===== config.mk =====
export PLATFORM = sky130hd
export DESIGN_NAME = sorted_priority_queue_top
export DESIGN_NICKNAME = d
export VERILOG_FILES = /design/src/design/spq_pkg.sv /design/src/design/spq_ctrl.sv /design/src/design/spq_datapath.sv /design/src/design/sorted_priority_queue_top.sv
export SDC_FILE = /design/constraint.sdc
export NUM_CORES = 2
export LEC_CHECK = 0
export BUFFER_PORTS_ARGS = -buffer_cell sky130_fd_sc_hd__buf_2
export CORE_UTILIZATION = 55
export CTS_CLUSTER_DIAMETER = 60
export DETAILED_ROUTE_END_ITERATION = 8
export PLACE_DENSITY = 0.72
export SLEW_MARGIN = 10
export SYNTH_ARGS = -nofsm -noshare
export SYNTH_HDL_FRONTEND = slang
export SYNTH_SLANG_ARGS = --single-unit

===== constraint.sdc =====
create_clock -name clk -period 8 [get_ports clk]
set_input_delay 0.8 -clock clk [delete_from_list [all_inputs] [get_ports clk]]
set_output_delay 0.8 -clock clk [all_outputs]
set_load 0.02 [all_outputs]

===== src/design/spq_pkg.sv =====
// ----------------------------------------------------------------------------
// spq_pkg
// types, codes and widths shared by the sorted priority queue modules
// ----------------------------------------------------------------------------
`default_nettype none

package spq_pkg;

  localparam int QUEUE_DEPTH_DEF = 16;

  // field widths
  localparam int PRI_W      = 16;
  localparam int TAG_W      = 16;
  localparam int ENT_W      = 5;
  localparam int IN_DATA_W  = 32;
  localparam int IN_USER_W  = 1;
  localparam int OUT_DATA_W = 104;
  localparam int OUT_USER_W = 2;

  // operation codes carried in in_tuser
  typedef enum logic [IN_USER_W-1:0] {
    OP_INSERT = 1'b0,
    OP_REMOVE = 1'b1
  } spq_op_t;

  // result status carried in out_tuser
  typedef enum logic [OUT_USER_W-1:0] {
    ST_DONE  = 2'd0,
    ST_EMPTY = 2'd1,
    ST_FULL  = 2'd2
  } spq_status_t;

  // controller to datapath commands
  typedef struct packed {
    logic load;    // capture the input beat
    logic commit;  // apply the operation and load the result register
  } spq_cmd_t;

endpackage

`default_nettype wire


===== src/design/spq_ctrl.sv =====
// ----------------------------------------------------------------------------
// spq_ctrl
// two-state controller: accepts a beat, then commits it once the result
// register is free
// ----------------------------------------------------------------------------
`default_nettype none

module spq_ctrl (
  input  wire logic          clk,
  input  wire logic          rst_n,
  input  wire logic          in_tvalid,
  output logic               in_tready,
  output logic               out_tvalid,
  input  wire logic          out_tready,
  output spq_pkg::spq_cmd_t  cmd
);
  import spq_pkg::*;

  typedef enum logic [1:0] {
    S_IDLE = 2'b01,
    S_EXEC = 2'b10
  } state_t;

  state_t state_r, state_nxt;
  logic   out_valid_r, out_valid_nxt;
  logic   out_free;

  assign in_tready  = (state_r == S_IDLE);
  assign out_tvalid = out_valid_r;
  assign out_free   = !out_valid_r || out_tready;

  // commands
  always_comb begin
    cmd.load   = in_tvalid && in_tready;
    cmd.commit = (state_r == S_EXEC) && out_free;
  end

  // next state
  always_comb begin
    state_nxt = state_r;
    case (state_r)
      S_IDLE: begin
        if (in_tvalid) state_nxt = S_EXEC;
      end
      S_EXEC: begin
        if (out_free) state_nxt = S_IDLE;
      end
      default: state_nxt = S_IDLE;
    endcase
  end

  // result register valid
  always_comb begin
    out_valid_nxt = out_valid_r;
    if (cmd.commit) out_valid_nxt = 1'b1;
    else if (out_tready) out_valid_nxt = 1'b0;
  end

  always_ff @(posedge clk) begin
    if (!rst_n) begin
      state_r     <= S_IDLE;
      out_valid_r <= 1'b0;
    end else begin
      state_r     <= state_nxt;
      out_valid_r <= out_valid_nxt;
    end
  end

endmodule

`default_nettype wire


===== src/design/spq_datapath.sv =====
// ----------------------------------------------------------------------------
// spq_datapath
// sorted slot row with parallel compare and shift, tail register, input
// capture and result register
// ----------------------------------------------------------------------------
`default_nettype none

module spq_datapath #(
  parameter int QUEUE_DEPTH = spq_pkg::QUEUE_DEPTH_DEF
) (
  input  wire logic                          clk,
  input  wire logic                          rst_n,
  input  wire spq_pkg::spq_cmd_t             cmd,
  input  wire logic [spq_pkg::IN_DATA_W-1:0] in_tdata,
  input  wire logic [spq_pkg::IN_USER_W-1:0] in_tuser,
  output logic [spq_pkg::OUT_DATA_W-1:0]     out_tdata,
  output logic [spq_pkg::OUT_USER_W-1:0]     out_tuser
);
  import spq_pkg::*;

  localparam int CNT_W = $clog2(QUEUE_DEPTH + 1);

  // captured input beat
  logic                    op_r;
  logic signed [PRI_W-1:0] pri_r;
  logic [TAG_W-1:0]        tag_r;

  // slot row, kept sorted ascending, head at index 0
  logic signed [PRI_W-1:0] slot_pri_r [QUEUE_DEPTH];
  logic [TAG_W-1:0]        slot_tag_r [QUEUE_DEPTH];
  logic signed [PRI_W-1:0] slot_pri_nxt [QUEUE_DEPTH];
  logic [TAG_W-1:0]        slot_tag_nxt [QUEUE_DEPTH];

  logic [CNT_W-1:0]        cnt_r, cnt_nxt;
  logic signed [PRI_W-1:0] rear_pri_r, rear_pri_nxt;
  logic [TAG_W-1:0]        rear_tag_r, rear_tag_nxt;

  logic [QUEUE_DEPTH-1:0]  goes_before;
  logic                    is_full, is_empty, do_insert, do_remove, at_tail;
  spq_status_t             status;
  logic signed [PRI_W-1:0] popped_pri, front_pri, rear_pri_out;
  logic [TAG_W-1:0]        popped_tag, front_tag, rear_tag_out;
  logic [CNT_W+ENT_W-1:0]  cnt_ext;

  // input capture
  always_ff @(posedge clk) begin
    if (cmd.load) begin
      op_r  <= in_tuser[0];
      pri_r <= in_tdata[PRI_W-1:0];
      tag_r <= in_tdata[PRI_W+TAG_W-1:PRI_W];
    end
  end

  assign is_full   = (cnt_r == CNT_W'(QUEUE_DEPTH));
  assign is_empty  = (cnt_r == '0);
  assign do_insert = (op_r == OP_INSERT) && !is_full;
  assign do_remove = (op_r == OP_REMOVE) && !is_empty;
  // rear holds the largest priority, so a new entry at or above it lands at the tail
  assign at_tail   = is_empty || (rear_pri_r <= pri_r);

  // per-slot compare: the new entry lands at or before slot i
  always_comb begin
    for (int i = 0; i < QUEUE_DEPTH; i++) begin
      goes_before[i] = (CNT_W'(i) >= cnt_r) || (slot_pri_r[i] > pri_r);
    end
  end

  // slot row next values
  always_comb begin
    for (int i = 0; i < QUEUE_DEPTH; i++) begin
      slot_pri_nxt[i] = slot_pri_r[i];
      slot_tag_nxt[i] = slot_tag_r[i];
      if (do_insert && goes_before[i]) begin
        if (i == 0 || !goes_before[(i == 0) ? 0 : i-1]) begin
          slot_pri_nxt[i] = pri_r;
          slot_tag_nxt[i] = tag_r;
        end else begin
          slot_pri_nxt[i] = slot_pri_r[(i == 0) ? 0 : i-1];
          slot_tag_nxt[i] = slot_tag_r[(i == 0) ? 0 : i-1];
        end
      end else if (do_remove && i < QUEUE_DEPTH-1) begin
        slot_pri_nxt[i] = slot_pri_r[(i < QUEUE_DEPTH-1) ? i+1 : i];
        slot_tag_nxt[i] = slot_tag_r[(i < QUEUE_DEPTH-1) ? i+1 : i];
      end
    end
  end

  // count and tail entry
  always_comb begin
    cnt_nxt      = cnt_r;
    rear_pri_nxt = rear_pri_r;
    rear_tag_nxt = rear_tag_r;
    if (do_insert) begin
      cnt_nxt = cnt_r + CNT_W'(1);
      if (at_tail) begin
        rear_pri_nxt = pri_r;
        rear_tag_nxt = tag_r;
      end
    end else if (do_remove) begin
      cnt_nxt = cnt_r - CNT_W'(1);
    end
  end

  always_ff @(posedge clk) begin
    if (cmd.commit) begin
      for (int i = 0; i < QUEUE_DEPTH; i++) begin
        slot_pri_r[i] <= slot_pri_nxt[i];
        slot_tag_r[i] <= slot_tag_nxt[i];
      end
      rear_pri_r <= rear_pri_nxt;
      rear_tag_r <= rear_tag_nxt;
    end
  end

  always_ff @(posedge clk) begin
    if (!rst_n) begin
      cnt_r <= '0;
    end else if (cmd.commit) begin
      cnt_r <= cnt_nxt;
    end
  end

  // result fields
  always_comb begin
    status = ST_DONE;
    if (op_r == OP_INSERT && is_full) status = ST_FULL;
    else if (op_r == OP_REMOVE && is_empty) status = ST_EMPTY;
    popped_pri   = do_remove ? slot_pri_r[0] : '0;
    popped_tag   = do_remove ? slot_tag_r[0] : '0;
    front_pri    = (cnt_nxt == '0) ? '0 : slot_pri_nxt[0];
    front_tag    = (cnt_nxt == '0) ? '0 : slot_tag_nxt[0];
    rear_pri_out = (cnt_nxt == '0) ? '0 : rear_pri_nxt;
    rear_tag_out = (cnt_nxt == '0) ? '0 : rear_tag_nxt;
    cnt_ext      = {{ENT_W{1'b0}}, cnt_nxt};
  end

  // result register
  always_ff @(posedge clk) begin
    if (cmd.commit) begin
      out_tuser <= status;
      out_tdata <= {3'b000, rear_tag_out, rear_pri_out, front_tag, front_pri,
                    cnt_ext[ENT_W-1:0], popped_tag, popped_pri};
    end
  end

endmodule

`default_nettype wire


===== src/design/sorted_priority_queue_top.sv =====
// ----------------------------------------------------------------------------
// sorted_priority_queue_top
// bounded priority queue kept in ascending priority order, stable for ties
// ----------------------------------------------------------------------------
// usage
//   input beat: in_tuser selects insert or remove, in_tdata carries the
//   priority and tag of an entry to insert. every beat gives one result beat
//   with status in out_tuser and the popped, front and rear entries and the
//   count in out_tdata.
//   result: an accepted beat is held in the input capture registers and is
//   committed to the result register once the output register is free.
//   pacing: a new beat is taken only after the previous one is committed, set
//   by the accept state followed by the commit state of the controller; all
//   slots compare and shift in the commit cycle.
//   reset: the queue is emptied and no result is pending; slot contents are
//   left as they are, only slots below the count are ever read.
//   stall: a result waits in the output register; one further beat is
//   taken and held, with in_tready low, until that register is freed.
// ----------------------------------------------------------------------------
`default_nettype none

module sorted_priority_queue_top #(
  parameter int QUEUE_DEPTH = spq_pkg::QUEUE_DEPTH_DEF
) (
  input  wire logic                           clk,
  input  wire logic                           rst_n,
  input  wire logic                           in_tvalid,
  output logic                                in_tready,
  // in_tdata: priority_req[15:0], tag[31:16]
  input  wire logic [spq_pkg::IN_DATA_W-1:0]  in_tdata,
  // in_tuser: func[0]
  input  wire logic [spq_pkg::IN_USER_W-1:0]  in_tuser,
  output logic                                out_tvalid,
  input  wire logic                           out_tready,
  // out_tdata: popped_priority[15:0], popped_tag[31:16], entries[36:32],
  //   front_priority[52:37], front_tag[68:53], rear_priority[84:69],
  //   rear_tag[100:85], zero fill[103:101]
  output logic [spq_pkg::OUT_DATA_W-1:0]      out_tdata,
  // out_tuser: status[1:0]
  output logic [spq_pkg::OUT_USER_W-1:0]      out_tuser
);
  import spq_pkg::*;

  spq_cmd_t cmd;

  // controller
  spq_ctrl u_ctrl (
    .clk        (clk),
    .rst_n      (rst_n),
    .in_tvalid  (in_tvalid),
    .in_tready  (in_tready),
    .out_tvalid (out_tvalid),
    .out_tready (out_tready),
    .cmd        (cmd)
  );

  // datapath
  spq_datapath #(
    .QUEUE_DEPTH (QUEUE_DEPTH)
  ) u_dp (
    .clk       (clk),
    .rst_n     (rst_n),
    .cmd       (cmd),
    .in_tdata  (in_tdata),
    .in_tuser  (in_tuser),
    .out_tdata (out_tdata),
    .out_tuser (out_tuser)
  );

endmodule

`default_nettype wire


# Word level (Yosys, flattened, before mapping)
# Memories as Yosys holds them, arrays and structs flattened.
# Index checks and enable logic that the tools add are counted.
# W data, S select, Z words.
# totals
reg_bits	176
mem_bits_rw	512
word_cells	208
n_memories	2
# memory_table
memory	depth	word_bits	rd	rd_clocked_by_memory_dff	write_ports	line	text
u_dp.slot_pri_r	16	16	16	0	16	spq_datapath.sv:29	logic signed [PRI_W-1:0] slot_pri_r [QUEUE_DEPTH];
u_dp.slot_tag_r	16	16	16	0	16	spq_datapath.sv:30	logic [TAG_W-1:0] slot_tag_r [QUEUE_DEPTH];
# classes
add_sub_neg	2
order_cmp	33
eq_ne	5
mux	106
bitwise_logic	1
reduce_logical	47
# ops
cell	count
$mux W16	96
$gt A16 B16 Y1	16
$ge A4 B5 Y1 const A	8
$logic_and A1 B1 Y1	22
$ge A3 B5 Y1 const A	4
$logic_or A1 B1 Y1	18
$le A16 B16 Y1	1
$ge A1 B5 Y1 const A	2
$ge A2 B5 Y1 const A	2
$logic_not A5 Y1	2
$mux W5	2
$add A5 B1 Y5 const B	1
$eq A5 B5 Y1 const B	1
$mux W1	5
$sub A5 B1 Y5 const B	1
$mux W2	2
$pmux W2 S2	1
$logic_not A1 Y1	3
$eq A2 B1 Y1 const B	1
$eq A2 B2 Y1 const B	1
$ne A2 B1 Y1 const B	1
$ne A2 B2 Y1 const B	1
$reduce_and A2 Y1	1
$reduce_bool A2 Y1	1
$not A1 Y1	1

# Depth between registers and ports, before layout
# depth
depth_word	6
mapped_depth	14
depth_no_buf	9

# By module
# From an unflattened synthesis, not the netlist that was laid out.
# unflattened
hier_cells	3979
area_unflattened_um2	42918.7
# modules_own_cells
module	instances	cells_per_inst	area_each_um2
spq_datapath	1	3966	42784.8
spq_ctrl	1	13	133.9

# Least setup slack after synthesis
# OpenSTA, ideal clock, no wires.
# synth_timing
path_type	input to register
start	in out_tready
end	mem u_dp.slot_pri_r[2][0] (netlist: u_dp.slot_pri_r[0][32]), enable pin
arrival_ns	6.963
required_time_ns	7.609
path_slack_ns	0.646
stages	5
path_buffers	1
cell_sequence	nand2b_1 nand2b_1 inv_1 clkbuf_1 o21a_1
# synth_rtl
element	line	text
from (decl)	sorted_priority_queue_top.sv:34	input wire logic out_tready,
to (decl)	spq_datapath.sv:29	

==> flow_summary_export.csv <==
group,metric,value,unit
run_status,status,"completed",
synthesis,synth-seq-cells,688,
pwr,irDropWorstVdd,0.130,mV
worst_setup_path,reg2reg_to,"u_dp.slot_pri_r[2][41]",
worst_setup_path,worstPathRequired,8.30,ns
synthesis,synth_area,41300,um^2
sta,tns,0,ns
worst_setup_path,cp_num_buf_inv,4,
worst_setup_path,crit_fanout,33,
die,io_pins,145,
cts,cts_tree,"done",
synthesis,syn_inst,3607,
cts,numCtsBuffers,83,
worst_setup_path,rr_worst_depth,11,
die,start_util,0.555,
worst_setup_path,slowest_delay,0.88,ns
layout,drive_gt1_frac,0.195,
worst_setup_path,startpoint_type,"flop",
worst_setup_path,worstSetupPathType,"reg2reg",
cts,clock_path_buffers,3,
pwr,total_power,8.80,mW
synthesis,synth-edff-count,680,
worst_setup_path,path_cells,"inv_1, ha_1, nand4_1, a21o_1, nand4_1, buf_4, nand2_1, a211oi_4, buf_4, o21a_1, buf_4",
pwr,power_density,193,nW/um^2
cts,cts_resized,0,
layout,antenna_cells,0,
detailed_routing,detail-route-antenna-nets,0,
detailed_routing,wl_per_cell,24.8,um
worst_setup_path,worstPathArrival,5.38,ns
sta,worst_pin_slew,1.15,ns
sta,hold_viol,0,
cts,cts_root_buf,"clkbuf_16",
detailed_routing,wirelength,116,mm
job,maxCapViolCount,0,
worst_setup_path,cpLargestDelayFamily,"buffers and inverters",
placed_design,place.gp.congestion,0.925,
sta,period_share,0.635,
detailed_routing,drc,0,
worst_setup_path,cpMostUsedCell,"buf_4",
sta,period_needed,5.08,ns
die,die_x,276,um
cts,hold_buffers,0,
synthesis,syn_avg_cell_area,11.4,um^2
synthesis,ys_types,81,
worst_setup_path,crit_start,"u_dp.pri_r[4]",
sta,slew_violations,0,
global_route,grt.overflow.total,0,
global_route,track_usage,0.299,
layout,nets,3939,
global_route,antenna_found_initial,1,
synthesis,synth_top_area_frac,0.495,
synthesis,async_flop_share,0,
pwr,power_leakage,17.2,nW
cts,clkTransAtPathRegs,0.06,ns
worst_setup_path,cp-endpoint,"u_dp.slot_pri_r[2][41]",
detailed_routing,via_count,30800,
worst_setup_path,regToRegSetupSlack,2.92,ns
cts,cts.sinks,688,
die,coreArea,74300,um^2
synthesis,synth_area_leaders,"edfxtp_1 49%, ha_1 8.4%, mux2_2 8.3%",
detailed_routing,drt-pass1-iter-count,6,
placed_design,dpl.hpwl,79.4,mm
worst_setup_path,cp.depth,11,
synthesis,yosys.area.top_type,"edfxtp_1",
worst_setup_path,worstSetupEndpointType,"flop",
sta,clock.fmax,197,MHz
worst_setup_path,worst_r2r_startpoint,"u_dp.pri_r[4]",
layout,layout_commonest_cell,"edfxtp_1",
die,dieArea,76100,um^2
cts,post_cts_buffers,0,
placed_design,port_buffers,141,
synthesis,synth.yosys.seq_area_share,0.499,
sta,rsz0062_at_grt,"no",
die,rows,100,
cts,h-tree-depth,3,
global_route,grt_pass1_wl,176,mm
sta,setup_viol,0,
sta,max_slew_margin,0.232,
synthesis,yosysWarnings,0,
detailed_routing,viasPerCell,6.61,
sta,clock_skew,0.0251,ns
layout,fillCellCount,6052,
worst_setup_path,cpMaxStageDelayCell,"edfxtp_1",
detailed_routing,dr.first_iter.drc_count,3227,
hold_path,hold_path.class,"in2reg",
cts,clk_latency,0.64,ns
die,die_h,276,um
global_route,grt_pass1_vias,30100,
global_route,grt_max_degree,66,
synthesis,synth_flop_cell,"edfxtp_1",
layout,area_growth,10.3,%
layout,layout_common_cells,"680 x edfxtp_1, 321 x a21oi_1, 306 x mux2_2",
==> power by group <==
group          switching (mW)  total, mW  internal [mW]
Combinational           0.588      0.922          0.334
Sequential             0.0765       4.11           4.04
Clock                    1.60       3.76           2.16
==> worst register-to-register path, stage by stage (launching register included) <==
cell and delay [ns]:
edfxtp_1 0.88, inv_1 0.67, ha_1 0.51, nand4_1 0.20, a21o_1 0.26, nand4_1 0.08
buf_4 0.35, nand2_1 0.17, a211oi_4 0.24, buf_4 0.43, o21a_1 0.57, buf_4 0.39
==> stage by stage <==
step                setup WS [ns]  std cells  cell area [um^2]  hold WS [ns]   util
floorplan                   0.646       3609             41300         0.495      -
global placement             3.16       4509             42800         0.518  0.576
detailed placement           3.07       4509             42800         0.537  0.576
CTS                          3.00       4661             45500         0.314  0.613
global route                 2.70       4661             45500         0.319  0.613
finish                       2.92       4661             45500         0.338  0.613
==> how the worst min path moves through the flow <==
| stage | startpoint | to | slack (ns) | depth (start not counted) |
|---|---|---|---|---|
| floorplan | u_ctrl.state_r[1] | u_ctrl.out_tvalid | 0.50 | 2 |
| global placement | u_ctrl.state_r[1] | u_ctrl.out_tvalid | 0.52 | 2 |
| detailed placement | u_dp.slot_tag_r[1][124] | u_dp.slot_tag_r[1][108] | 0.54 | 1 |
| CTS | in_tdata[22] | u_dp.tag_r[6] | 0.31 | 1 |
| global route | in_tdata[26] | u_dp.tag_r[10] | 0.32 | 1 |
| finish | in_tdata[22] | u_dp.tag_r[6] | 0.34 | 1 |
==> per-layer routing <==
layer / routed length [um] / track usage / share of wire / vias up
met3: 9180 / 0.0440 / 0.079 / 246
li1: - / - / - / 13900
met2: 54400 / 0.482 / 0.47 / 1455
met1: 48700 / 0.414 / 0.42 / 15300
met5: 0 / 0 / 0 / -
met4: 3350 / 0.0995 / 0.029 / 0
==> cells in the mapped netlist (6+ instances only) <==
master,count
and2_1,11
and4_1,8
a311oi_1,34
o31ai_1,8
clkbuf_1,194
a221oi_1,33
inv_1,55
o21ai_1,10
nand2b_1,14
nor3_1,43
dfxtp_1,8
buf_6,7
nor4_1,10
a211oi_1,12
edfxtp_1,680
ha_1,277
o21a_1,22
a31oi_1,108
or2_2,6
buf_4,10
nand3_1,84
buf_1,27
nor2b_1,25
mux2i_1,237
o21bai_1,9
mux2_2,306
o211ai_1,14
mux2_1,70
nor2_1,207
buf_2,61
a21boi_0,48
nand2_1,247
a21oi_1,328
a21o_1,38
o21ai_0,188
and3_1,39
nand4_1,52
==> flip-flops by register name (all words and copies together), names as in the netlist <==
| name | cells |
|---|---|
| u_dp.slot_pri_r | 256 |
| u_dp.slot_tag_r | 256 |
| u_dp.out_tdata | 101 |
| u_dp.pri_r | 16 |
| u_dp.rear_pri_r | 16 |
| u_dp.rear_tag_r | 16 |
| u_dp.tag_r | 16 |
| u_dp.cnt_r | 5 |
| u_ctrl.state_r | 2 |
| u_dp.out_tuser | 2 |
| u_ctrl.out_tvalid | 1 |
| u_dp.op_r | 1 |
==> cells by family after synthesis <==
family                     synth area share
muxes                                 0.160
xor gates and xnor gates            0.00106
other                             0.0000909
DFF                                   0.499
AOI/OAI and AO/OA                     0.133
buffers and inverters                0.0362
and+or+nand+nor                      0.0869
adders and majority gates            0.0840
==> cell type report <==
| type | count | area (um^2) | area share |
|---|---|---|---|
| Sequential cell | 688 | 20600 | 0.452 |
| Tap cell | 969 | 1210 | 0.0266 |
| Multi-Input combinational cell | 2567 | 19500 | 0.427 |
| Clock inverter | 49 | 475 | 0.0104 |
| Inverter | 55 | 214 | 0.00470 |
| Timing Repair Buffer | 230 | 1370 | 0.0302 |
| Clock buffer | 103 | 2220 | 0.0489 |
(Power assumes the default switching activity.)
